--- config.mk ---
export PLATFORM = sky130hd
export DESIGN_NAME = jss_div
export DESIGN_NICKNAME = d
export VERILOG_FILES = /design/src/hw/rtl/jss_pkg.sv /design/src/hw/rtl/jss_div.sv
export SDC_FILE = /design/constraint.sdc
export NUM_CORES = 1
export LEC_CHECK = 0
export BUFFER_PORTS_ARGS = -buffer_cell sky130_fd_sc_hd__clkbuf_2
export CORE_MARGIN = 2
export CORE_UTILIZATION = 55
export DETAILED_ROUTE_END_ITERATION = 7
export PLACE_DENSITY = 0.77
export SYNTH_ARGS = -nofsm -noshare
export SYNTH_HDL_FRONTEND = slang
export SYNTH_SLANG_ARGS = --single-unit
--- constraint.sdc ---
create_clock -name clock -period 5.55 [get_ports clock]
set_input_delay 0.2775 -clock clock [delete_from_list [all_inputs] [get_ports clock]]
set_output_delay 0.2775 -clock clock [all_outputs]
set_load 0.02 [all_outputs]
--- src/hw/rtl/jss_pkg.sv ---
// ----------------------------------------------------------------------------
// jss_pkg
// Shared widths, codes and reset values of the sorted-set similarity core.
// ----------------------------------------------------------------------------
package jss_pkg;

   localparam int TOKEN_W     = 24;
   localparam int OPCODE_W    = 2;
   localparam int FRAC_W      = 16;
   localparam int SCORE_W     = 17;
   localparam int COUNT_OUT_W = 9;
   localparam int BAL_W       = 16;
   localparam int SIM_W       = 17;
   localparam int CSR_INDEX_W = 1;
   localparam int CSR_DATA_W  = 17;
   localparam int STEP_W      = 5;

   localparam logic [SCORE_W-1:0] Q16_ONE   = 17'h10000;
   localparam logic [BAL_W-1:0]   BAL_RESET = 16'd22938;
   localparam logic [SIM_W-1:0]   SIM_RESET = 17'd45220;

   localparam logic [CSR_INDEX_W-1:0] CSR_BALANCE    = 1'b0;
   localparam logic [CSR_INDEX_W-1:0] CSR_SIMILARITY = 1'b1;

   typedef enum logic [OPCODE_W-1:0] {
      OP_PUSH_A  = 2'd0,
      OP_PUSH_B  = 2'd1,
      OP_COMPARE = 2'd2
   } opcode_type;

endpackage

--- src/hw/rtl/jss_div.sv ---
// ----------------------------------------------------------------------------
// jss_div
// Restoring divider giving floor(num * 2^16 / den) for num <= den, one
// quotient bit per cycle after a first step that settles the integer bit.
// ----------------------------------------------------------------------------
module jss_div import jss_pkg::*; #(
   parameter int NW = 10
) (
   input  logic               clock,
   input  logic               reset,
   input  logic               start,
   input  logic [NW-1:0]      num,
   input  logic [NW-1:0]      den,
   output logic               busy,
   output logic [SCORE_W-1:0] quo
);

   logic               busy_ff, busy_in;
   logic [STEP_W-1:0]  step_ff, step_in;
   logic [NW-1:0]      rem_ff, rem_in;
   logic [NW-1:0]      den_ff, den_in;
   logic [SCORE_W-1:0] quo_ff, quo_in;
   logic [NW:0]        rem_shift;
   logic [NW+1:0]      diff;

   assign rem_shift = {rem_ff, 1'b0};
   assign diff      = {1'b0, rem_shift} - {2'b00, den_ff};

   always_comb begin
      busy_in = busy_ff;
      step_in = step_ff;
      rem_in  = rem_ff;
      den_in  = den_ff;
      quo_in  = quo_ff;
      if (start) begin
         busy_in = 1'b1;
         step_in = STEP_W'(FRAC_W);
         den_in  = den;
         if (num >= den) begin
            rem_in = num - den;
            quo_in = SCORE_W'(1);
         end else begin
            rem_in = num;
            quo_in = '0;
         end
      end else if (busy_ff) begin
         step_in = step_ff - 1'b1;
         if (step_ff == STEP_W'(1)) begin
            busy_in = 1'b0;
         end
         if (!diff[NW+1]) begin
            rem_in = diff[NW-1:0];
            quo_in = {quo_ff[SCORE_W-2:0], 1'b1};
         end else begin
            rem_in = rem_shift[NW-1:0];
            quo_in = {quo_ff[SCORE_W-2:0], 1'b0};
         end
      end
   end

   always_ff @(posedge clock) begin
      if (reset) begin
         busy_ff <= 1'b0;
         step_ff <= '0;
      end else begin
         busy_ff <= busy_in;
         step_ff <= step_in;
      end
      rem_ff <= rem_in;
      den_ff <= den_in;
      quo_ff <= quo_in;
   end

   assign busy = busy_ff;
   assign quo  = quo_ff;

endmodule

# == After elaboration in Yosys (flattened, before gate mapping) ==
# Cells that the tools add are included.
# word_totals
ff_bits,43
latch_bits,0
ramBits,0
mem_bits_ro,0
in_bits,23
output_inout_bits,18
word_cells,26
n_memories,0
# op_classes
n_addsub,3
multipliers,0
div,0
magnitude_cmp,1
n_eq_ne,1
n_shift,0
mux,13
bitwise_logic,0
n_reduce_logical,2
# ops
operator,count
2-to-1 mux 10 bit,4
2-to-1 mux 17 bit,2
subtractor 11 x 10 -> 12 bit,1
greater-or-equal comparator 10 bit,1
2-to-1 mux 5 bit,2
subtractor 10 bit,1
"== test 5 x 1 -> 1 bit, second input constant",1
2-to-1 mux 1 bit,5
"subtractor 5 x 1 -> 5 bit, second input constant",1
nonzero test 2 bit,1
OR reduction 2 bit,1

# == Logic depth before layout (Yosys ltp) ==
# Gate-level depths: netlist of run 1.
# logic_depth
word_depth,4
ltp_mapped,10

# == Least setup slack after synthesis of run 1 ==
# Ideal clock, no wire load.
# synth_timing
path_type,input to register
from,in num[0]
to,reg rem_ff[3] (data pin)
setup_ns,0.261
arrival_ns,2.233
slack_ns,3.056
stages,10
cell_sequence,inv_1 ha_1 inv_1 fa_1 a211oi_2 o211ai_1 nand2_1 a21oi_4 mux2_2 a221o_1
# synth_via
elab_chain_len,3
elab_cells_between_ends,4
# synth_lines
item,line,rtl
"start, declared",jss_div.sv:12,"input logic [NW-1:0] num,"
subtractor 10 bit / greater-or-equal comparator 10 bit (equally long branches),"jss_div.sv:40, jss_div.sv:39",
2-to-1 mux 10 bit (*),jss_div.sv:39,if (num >= den) begin
2-to-1 mux 10 bit (*),jss_div.sv:35,if (start) begin
via rem_in[3],jss_div.sv:20,"logic [NW-1:0] rem_ff, rem_in;"
"end signal, assigned",jss_div.sv:69,rem_ff <= rem_in;
"end, declared",jss_div.sv:20,
# Mark *: on every way through the listed nets, which the timed path passes. The rest lies on a longest branch.
# A chain may end at the register's enable or synchronous reset.

# == Worst setup path after layout of run 1 ==
# layout_timing
from,reg rem_ff[0]
to,reg rem_ff[8] (data pin)
# layout_via
elab_chain_len,4
# layout_lines
item,line,rtl
subtractor 11 x 10 -> 12 bit,jss_div.sv:27,"assign diff = {1'b0, rem_shift} - {2'b00, den_ff};"
2-to-1 mux 10 bit,jss_div.sv:51,if (!diff[NW+1]) begin
2-to-1 mux 10 bit,jss_div.sv:46,end else if (busy_ff) begin
2-to-1 mux 10 bit,jss_div.sv:35,
via rem_in[8],jss_div.sv:20,
# The timed path passes the listed nets, and every way through them passes these cells. The select of a mux whose other input is x is not followed.

==> results of run 1 <==
[layout by cell type, fill, tap and decap left out, drive strengths merged, types with 3 or more instances in the layout]
| cell type | n |
|---|---|
| a211oi | 7 |
| nand2 | 7 |
| ha | 21 |
| a21o | 6 |
| edfxtp | 37 |
| inv | 28 |
| o21a | 8 |
| xnor2 | 6 |
| dfxtp | 6 |
| nor2 | 11 |
| o31a | 4 |
| mux2i | 5 |
| a221o | 4 |
| clkbuf | 45 |
| o21ai | 6 |
| nor2b | 22 |
| nor3 | 9 |
| a2111oi | 6 |
| and3 | 3 |
| mux2 | 5 |
| xor2 | 7 |
| a21oi | 11 |
| or2 | 4 |
[synth_stat cells, types with 2 or more instances]
| cell type | number | area, µm² |
|---|---|---|
| sky130_fd_sc_hd__a2111oi_0 | 6 | 52.6 |
| sky130_fd_sc_hd__a211oi_1 | 6 | 45.0 |
| sky130_fd_sc_hd__a21o_1 | 6 | 45.0 |
| sky130_fd_sc_hd__a21oi_1 | 10 | 50.1 |
| sky130_fd_sc_hd__a221o_1 | 4 | 40.0 |
| sky130_fd_sc_hd__a31oi_1 | 2 | 12.5 |
| sky130_fd_sc_hd__and3_1 | 3 | 18.8 |
| sky130_fd_sc_hd__clkbuf_1 | 6 | 22.5 |
| sky130_fd_sc_hd__dfxtp_1 | 6 | 120 |
| sky130_fd_sc_hd__edfxtp_1 | 37 | 1110 |
| sky130_fd_sc_hd__fa_1 | 2 | 40.0 |
| sky130_fd_sc_hd__ha_1 | 21 | 263 |
| sky130_fd_sc_hd__inv_1 | 28 | 105 |
| sky130_fd_sc_hd__mux2_2 | 5 | 56.3 |
| sky130_fd_sc_hd__mux2i_1 | 5 | 50.1 |
| sky130_fd_sc_hd__nand2_1 | 7 | 26.3 |
| sky130_fd_sc_hd__nand3_1 | 2 | 10.0 |
| sky130_fd_sc_hd__nor2_1 | 11 | 41.3 |
| sky130_fd_sc_hd__nor2b_1 | 22 | 138 |
| sky130_fd_sc_hd__nor3_1 | 9 | 45.0 |
| sky130_fd_sc_hd__nor4b_1 | 2 | 17.5 |
| sky130_fd_sc_hd__o211ai_1 | 2 | 15.0 |
| sky130_fd_sc_hd__o21a_1 | 8 | 60.1 |
| sky130_fd_sc_hd__o21ai_0 | 6 | 30.0 |
| sky130_fd_sc_hd__o21bai_1 | 2 | 15.0 |
| sky130_fd_sc_hd__o31a_1 | 4 | 35.0 |
| sky130_fd_sc_hd__o41ai_1 | 2 | 17.5 |
| sky130_fd_sc_hd__or2_2 | 4 | 25.0 |
| sky130_fd_sc_hd__xnor2_1 | 6 | 52.6 |
| sky130_fd_sc_hd__xor2_1 | 7 | 61.3 |
[per-stage QoR]
step	area (µm²)	setup slack, ps
finish	3150	2890
CTS	3150	2880
detailed placement	3060	2750
floorplan	2800	3060
global route	3150	2740
global placement	3060	2840
[metal layers]
layer	up-vias	GRT usage, %	wire, µm
li1	1048	-	-
met1	959	30.6	2670
met2	42	32.2	2450
met3	9	2.91	189
met4	0	7.02	85
met5	-	0	0
[layout make-up]
class | instances | area share [%]
multi-input combinational | 179 | 45.5
tap | 67 | 2.66
clock inverter | 3 | 0.636
clock buffer | 5 | 2.19
sequential | 43 | 39.1
timing repair buffer | 41 | 6.60
inverter | 28 | 3.34
[registers in the layout (all words and copies together) (netlist names)]
register	count
rem_ff	10
quo	17
step_ff	5
den_ff	10
busy	1
[power by group through the flow]
stage / Sequential (µW) / Clock [µW] / Combinational (µW)
4_1_cts: 440 / 201 / 403
3_3_place_gp: 444 / 0 / 389
2_1_floorplan: 455 / 0 / 302
3_5_place_dp: 447 / 0 / 397
5_1_grt: 446 / 214 / 449
6_report: 440 / 197 / 403
[worst max path at each step]
stage	endpoint	slack (ps)	cells past startpoint
final	rem_ff[8]	2890	7
after global routing	rem_ff[8]	2740	7
after CTS	rem_ff[8]	2880	7
after detailed placement	rem_ff[1]	2750	11
after global placement	rem_ff[1]	2840	11
after floorplan	rem_ff[3]	3060	10
[logic make-up after synthesis]
group / share of synthesized area, %
fa+ha+maj: 10.8
buf+inv: 4.96
compound gates: 20.3
flops: 43.9
mux: 3.79
xor+xnor: 4.06
simple gates: 12.2
==> impl_metrics.sql, run 1 <==
INSERT INTO impl_metrics (metric_group, metric, value, unit) VALUES
('outcome', 'outcome', 'finished clean', ''),
('placement', 'dp.final_hpwl', '4120', 'µm'),
('critical_path', 'reg2reg_depth', '7', ''),
('detailed_routing', 'vias_per_cell', '5.62', ''),
('global_routing', 'antenna_found_initial', '0', ''),
('finish', 'antenna_cells', '0', ''),
('clock_network', 'post_cts_resize_count', '0', ''),
('critical_path', 'timing.critical_path.fanout_max', '10', ''),
('timing', 'relative_slew_slack', '55.5', '%'),
('placement', 'gp_congestion', '0.875', ''),
('clock_network', 'worst_setup_hold_path_clk_slew', '80', 'ps'),
('detailed_routing', 'routed_antenna_nets', '0', ''),
('critical_path', 'worst-path-buf-inv', '0', ''),
('pwr', 'power', '1040', 'µW'),
('die', 'floorplan.initialDensity', '58.2', '%'),
('die', 'standard_cell_core_area', '4820', 'µm²'),
('critical_path', 'max_stage_delay', '450', 'ps'),
('flow_run', 'cap_viol_max_count', '0', ''),
('pwr', 'static-leakage-power', '0.00134', 'µW'),
('finish', 'finish.cell_count_without_fillers', '366', ''),
('die', 'core.rowCount', '25', ''),
('critical_path', 'startpoint_type', 'register', ''),
('clock_network', 'cts_htree_levels', '2', ''),
('detailed_routing', 'routed_wl', '5390', 'µm'),
('finish', 'fin_util', '65.4', '%'),
('logic_synthesis', 'synthCells', '257', ''),
('finish', 'areaGrowthSynthToFinish', '12.4', '%'),
('timing', 'hold_ws', '170', 'ps'),
('clock_network', 'insertion_delay', '290', 'ps'),
('worst_hold_path', 'min_from', 'den[3]', ''),
('timing', 'max_slew.worst_pin.slew', '651', 'ps'),
('die', 'chipHeight', '75.4', 'µm'),
('logic_synthesis', 'synth_enable_flop_cells', '37', ''),
('finish', 'multi_input_area', '1430', 'µm²'),
('clock_network', 'tritoncts_num_sinks', '43', ''),
('timing', 'fin_worst_skew', '3.41', 'ps'),
('timing', 'fmaxAchievable', '376', 'MHz'),
('critical_path', 'crit_path_end_kind', 'register', ''),
('critical_path', 'worstReg2RegStart', 'rem_ff[0]', ''),
('logic_synthesis', 'synthDistinctLibCells', '46', ''),
('die', 'io_pins', '41', ''),
('die', 'die_area', '5680', 'µm²'),
('worst_hold_path', 'hold_path_depth', '1', ''),
('critical_path', 'reg2reg_slack', '2890', 'ps'),
('critical_path', 'crit_type', 'register to register', ''),
('pwr', 'p_sw', '367', 'µW'),
('logic_synthesis', 'synthArstFlopShare', '0', '%'),
('detailed_routing', 'firstDrtPassIters', '4', ''),
('logic_synthesis', 'syn-num-nets', '303', ''),
('logic_synthesis', 'mappedNetlistArea', '2800', 'µm²'),
('timing', 'min_period_over_period', '47.9', '%'),
('timing', 'grt_setup_unrepaired', 'no', ''),
('die', 'die_x', '75.4', 'µm'),
('detailed_routing', 'detailedRoute.firstIterationViolations', '100', ''),
('clock_network', 'tritoncts', 'yes', ''),
('critical_path', 'critical_path_required', '5570', 'ps'),
('pwr', 'switching_share', '35.3', '%'),
('finish', 'final-seq-area', '1230', 'µm²'),
('timing', 'slew_viol_final', '0', ''),
('timing', 'layout_min_cycle_time', '2660', 'ps'),
('logic_synthesis', 'synthFlopType', 'sky130_fd_sc_hd__edfxtp_1', ''),
('logic_synthesis', 'synth_seq_cells', '43', ''),
('global_routing', 'grt_overflow', '0', ''),
('logic_synthesis', 'yosysWarningCount', '0', ''),
('timing', 'setup_viol', '0', ''),
('global_routing', 'global_route_wire_length_before_repair', '8890', 'µm'),
('critical_path', 'cp_cell_sequence', 'ha_1, nor2b_1, o31a_1, o311a_4, o2111ai_4, and2_1, o31ai_1', ''),
('pwr', 'p_seq_share', '42.3', '%'),
('global_routing', 'global_route.usage.total', '20.9', '%'),
('finish', 'layout_cells_sized_above_1', '21.1', '%'),
('clock_network', 'postCtsHoldBufs', '0', '');
Power figures use the tool's default switching activity.
==> run 2: changes to the inputs <==
==> constraint.sdc (replaced) <==
create_clock -name clock -period 2.8 [get_ports clock]
set_input_delay 0.14 -clock clock [delete_from_list [all_inputs] [get_ports clock]]
set_output_delay 0.14 -clock clock [all_outputs]
set_load 0.02 [all_outputs]
==> impl_metrics.sql, run 2 (synthesis gave the netlist of run 1 again) <==
INSERT INTO impl_metrics (metric_group, metric, value, unit) VALUES
('outcome', 'outcome', 'finished clean', ''),
('detailed_routing', 'firstDrtPassIters', '4', ''),
('timing', 'fmaxAchievable', '379', 'MHz'),
('finish', 'layout_cells_sized_above_1', '21.1', '%'),
('pwr', 'pwr_density_cell', '674', 'nW/µm²'),
('critical_path', 'crit_path_end_kind', 'register', ''),
('critical_path', 'startpoint_type', 'register', ''),
('critical_path', 'crit_type', 'register to register', ''),
('timing', 'report.final.hold_viol_count', '0', ''),
('placement', 'gp_congestion', '0.854', ''),
('clock_network', 'tritoncts', 'yes', ''),
('detailed_routing', 'vias_per_cell', '5.72', ''),
('global_routing', 'global_route.usage.total', '22.6', '%'),
('detailed_routing', 'detailedRoute.firstIterationViolations', '128', ''),
('global_routing', 'vias_in_the_first_global_route', '2001', ''),
('die', 'core.rowCount', '25', ''),
('die', 'chipHeight', '75.4', 'µm'),
('pwr', 'power', '2140', 'µW'),
('clock_network', 'cts_htree_levels', '2', ''),
('placement', 'placement.setup.worst_slack', '178', 'ps'),
('timing', 'setup_tns', '0', 'ps'),
('clock_network', 'insertion_delay', '300', 'ps'),
('global_routing', 'global_route_wire_length_before_repair', '9540', 'µm'),
('die', 'io_pins', '41', ''),
('clock_network', 'tritoncts_num_sinks', '43', ''),
('flow_run', 'cap_viol_max_count', '0', ''),
('die', 'floorplan.initialDensity', '58.2', '%'),
('placement', 'dp.final_hpwl', '4330', 'µm'),
('timing', 'fin_worst_skew', '7.83', 'ps'),
('pwr', 'p_sw', '745', 'µW'),
('finish', 'fin_util', '65.8', '%'),
('pwr', 'internal_power', '1390', 'µW'),
('detailed_routing', 'wl_per_cell', '16.1', 'µm'),
('critical_path', 'timing.critical_path.fanout_max', '10', ''),
('timing', 'relative_slew_slack', '51.1', '%'),
('clock_network', 'clk_root_buffer_cell', 'sky130_fd_sc_hd__clkbuf_8', ''),
('clock_network', 'postCtsHoldBufs', '0', ''),
('global_routing', 'antenna_found_initial', '0', ''),
('placement', 'io_buffer_count', '40', ''),
('worst_hold_path', 'timing.hold.worst.class', 'input port to register', ''),
('pwr', 'switching_share', '34.9', '%'),
('pwr', 'clockPowerShare', '21.2', '%'),
('finish', 'final_common_cell', 'sky130_fd_sc_hd__clkbuf_2', ''),
('critical_path', 'max_stage_delay', '440', 'ps'),
('die', 'die_area', '5680', 'µm²'),
('critical_path', 'critical_path_required', '2860', 'ps'),
('timing', 'max_slew.worst_pin.slew', '715', 'ps'),
('finish', 'layout.cells.most_common_list', 'sky130_fd_sc_hd__clkbuf_2, sky130_fd_sc_hd__edfxtp_1, sky130_fd_sc_hd__inv_1, sky130_fd_sc_hd__nor2b_1, sky130_fd_sc_hd__ha_1', ''),
('timing', 'slew_viol_final', '0', ''),
('die', 'die_x', '75.4', 'µm'),
('finish', 'largest_register_ffs', '17', ''),
('timing', 'min_period_over_period', '94.2', '%'),
('detailed_routing', 'routed_antenna_nets', '0', ''),
('pwr', 'power.combinational.fraction', '38.1', '%'),
('clock_network', 'cts_max_path_buffers', '2', ''),
('critical_path', 'cp_cell_sequence', 'ha_1, nor2b_1, o31a_1, o311a_4, o2111ai_4, a2111oi_0, a221o_1', ''),
('timing', 'grt_setup_unrepaired', 'no', ''),
('global_routing', 'grt_overflow', '0', ''),
('clock_network', 'worst_setup_hold_path_clk_slew', '90', 'ps'),
('detailed_routing', 'routed-via-count', '2093', ''),
('critical_path', 'critical-path-slowest-cell', 'sky130_fd_sc_hd__edfxtp_1', ''),
('global_routing', 'maximum_number_of_pins_on_one_net_before_global_route_repair', '41', ''),
('timing', 'layout_min_cycle_time', '2640', 'ps'),
('pwr', 'irDropWorstVdd', '0.293', 'mV'),
('critical_path', 'critical_path_arrival', '2700', 'ps'),
('finish', 'design.final.nets', '344', ''),
('pwr', 'p_seq_share', '40.7', '%'),
('detailed_routing', 'routed_wl', '5890', 'µm'),
('finish', 'areaGrowthSynthToFinish', '13.0', '%'),
('timing', 'layout_setup_ws', '161', 'ps'),
('timing', 'setup_viol', '0', ''),
('detailed_routing', 'remaining_drc_errors', '0', ''),
('clock_network', 'post_cts_resize_count', '0', ''),
('finish', 'antenna_cells', '0', ''),
('die', 'standard_cell_core_area', '4820', 'µm²'),
('clock_network', 'post_cts_buffers', '0', ''),
('clock_network', 'tritoncts.num_buffers', '5', ''),
('pwr', 'static-leakage-power', '0.00135', 'µW');
-- run 2: cell type report --
cell class	instances	area (µm²)
Fill cell	411	1650
Multi-Input combinational cell	179	1430
Sequential cell	43	1230
Timing Repair Buffer	41	208
Inverter	28	105
Clock buffer	6	93.8
Tap cell	67	83.8
Clock inverter	2	13.8
-- run 2: power by group through the flow --
stage / Sequential (µW) / Clock, µW / Combinational (µW)
after floorplan: 903 / 0 / 598
final: 869 / 454 / 813
after CTS: 868 / 458 / 805
after global routing: 882 / 490 / 895
after detailed placement: 881 / 0 / 792
after global placement: 881 / 0 / 772
-- run 2: per-layer routing --
metal,vias up,wire length (µm),track usage (%)
met2,56,2750,36.7
met1,979,2800,30.9
met3,9,255,4.23
met4,0,89,7.02
li1,1049,-,-
met5,-,0,0
-- run 2: worst max-delay path, delay by kind of cell (launching register included) --
family	cells	cell delay [ps]
DFF	1	440
and+or+nand+nor	1	140
adders and majority gates	1	310
AOI/OAI and AO/OA	5	1500
-- run 2: worst paths after layout --
check | cells after the start | startpoint | end | slack (ps)
max | 7 | rem_ff[0] | rem_ff[4] | 160
min | 1 | den[8] | den_ff[8] | 20
max reg2reg | 7 | rem_ff[0] | rem_ff[4] | 160
min reg2reg | 2 | step_ff[1] | step_ff[1] | 510
-- run 2: per-stage QoR --
stage / std cells / instance area, µm² / hold slack [ps]
after floorplan: 257 / 2800 / 209
after global placement: 358 / 3060 / 334
after detailed placement: 358 / 3060 / 336
after CTS: 366 / 3170 / 17.0
after global routing: 366 / 3170 / 19.7
final: 366 / 3170 / 20.7
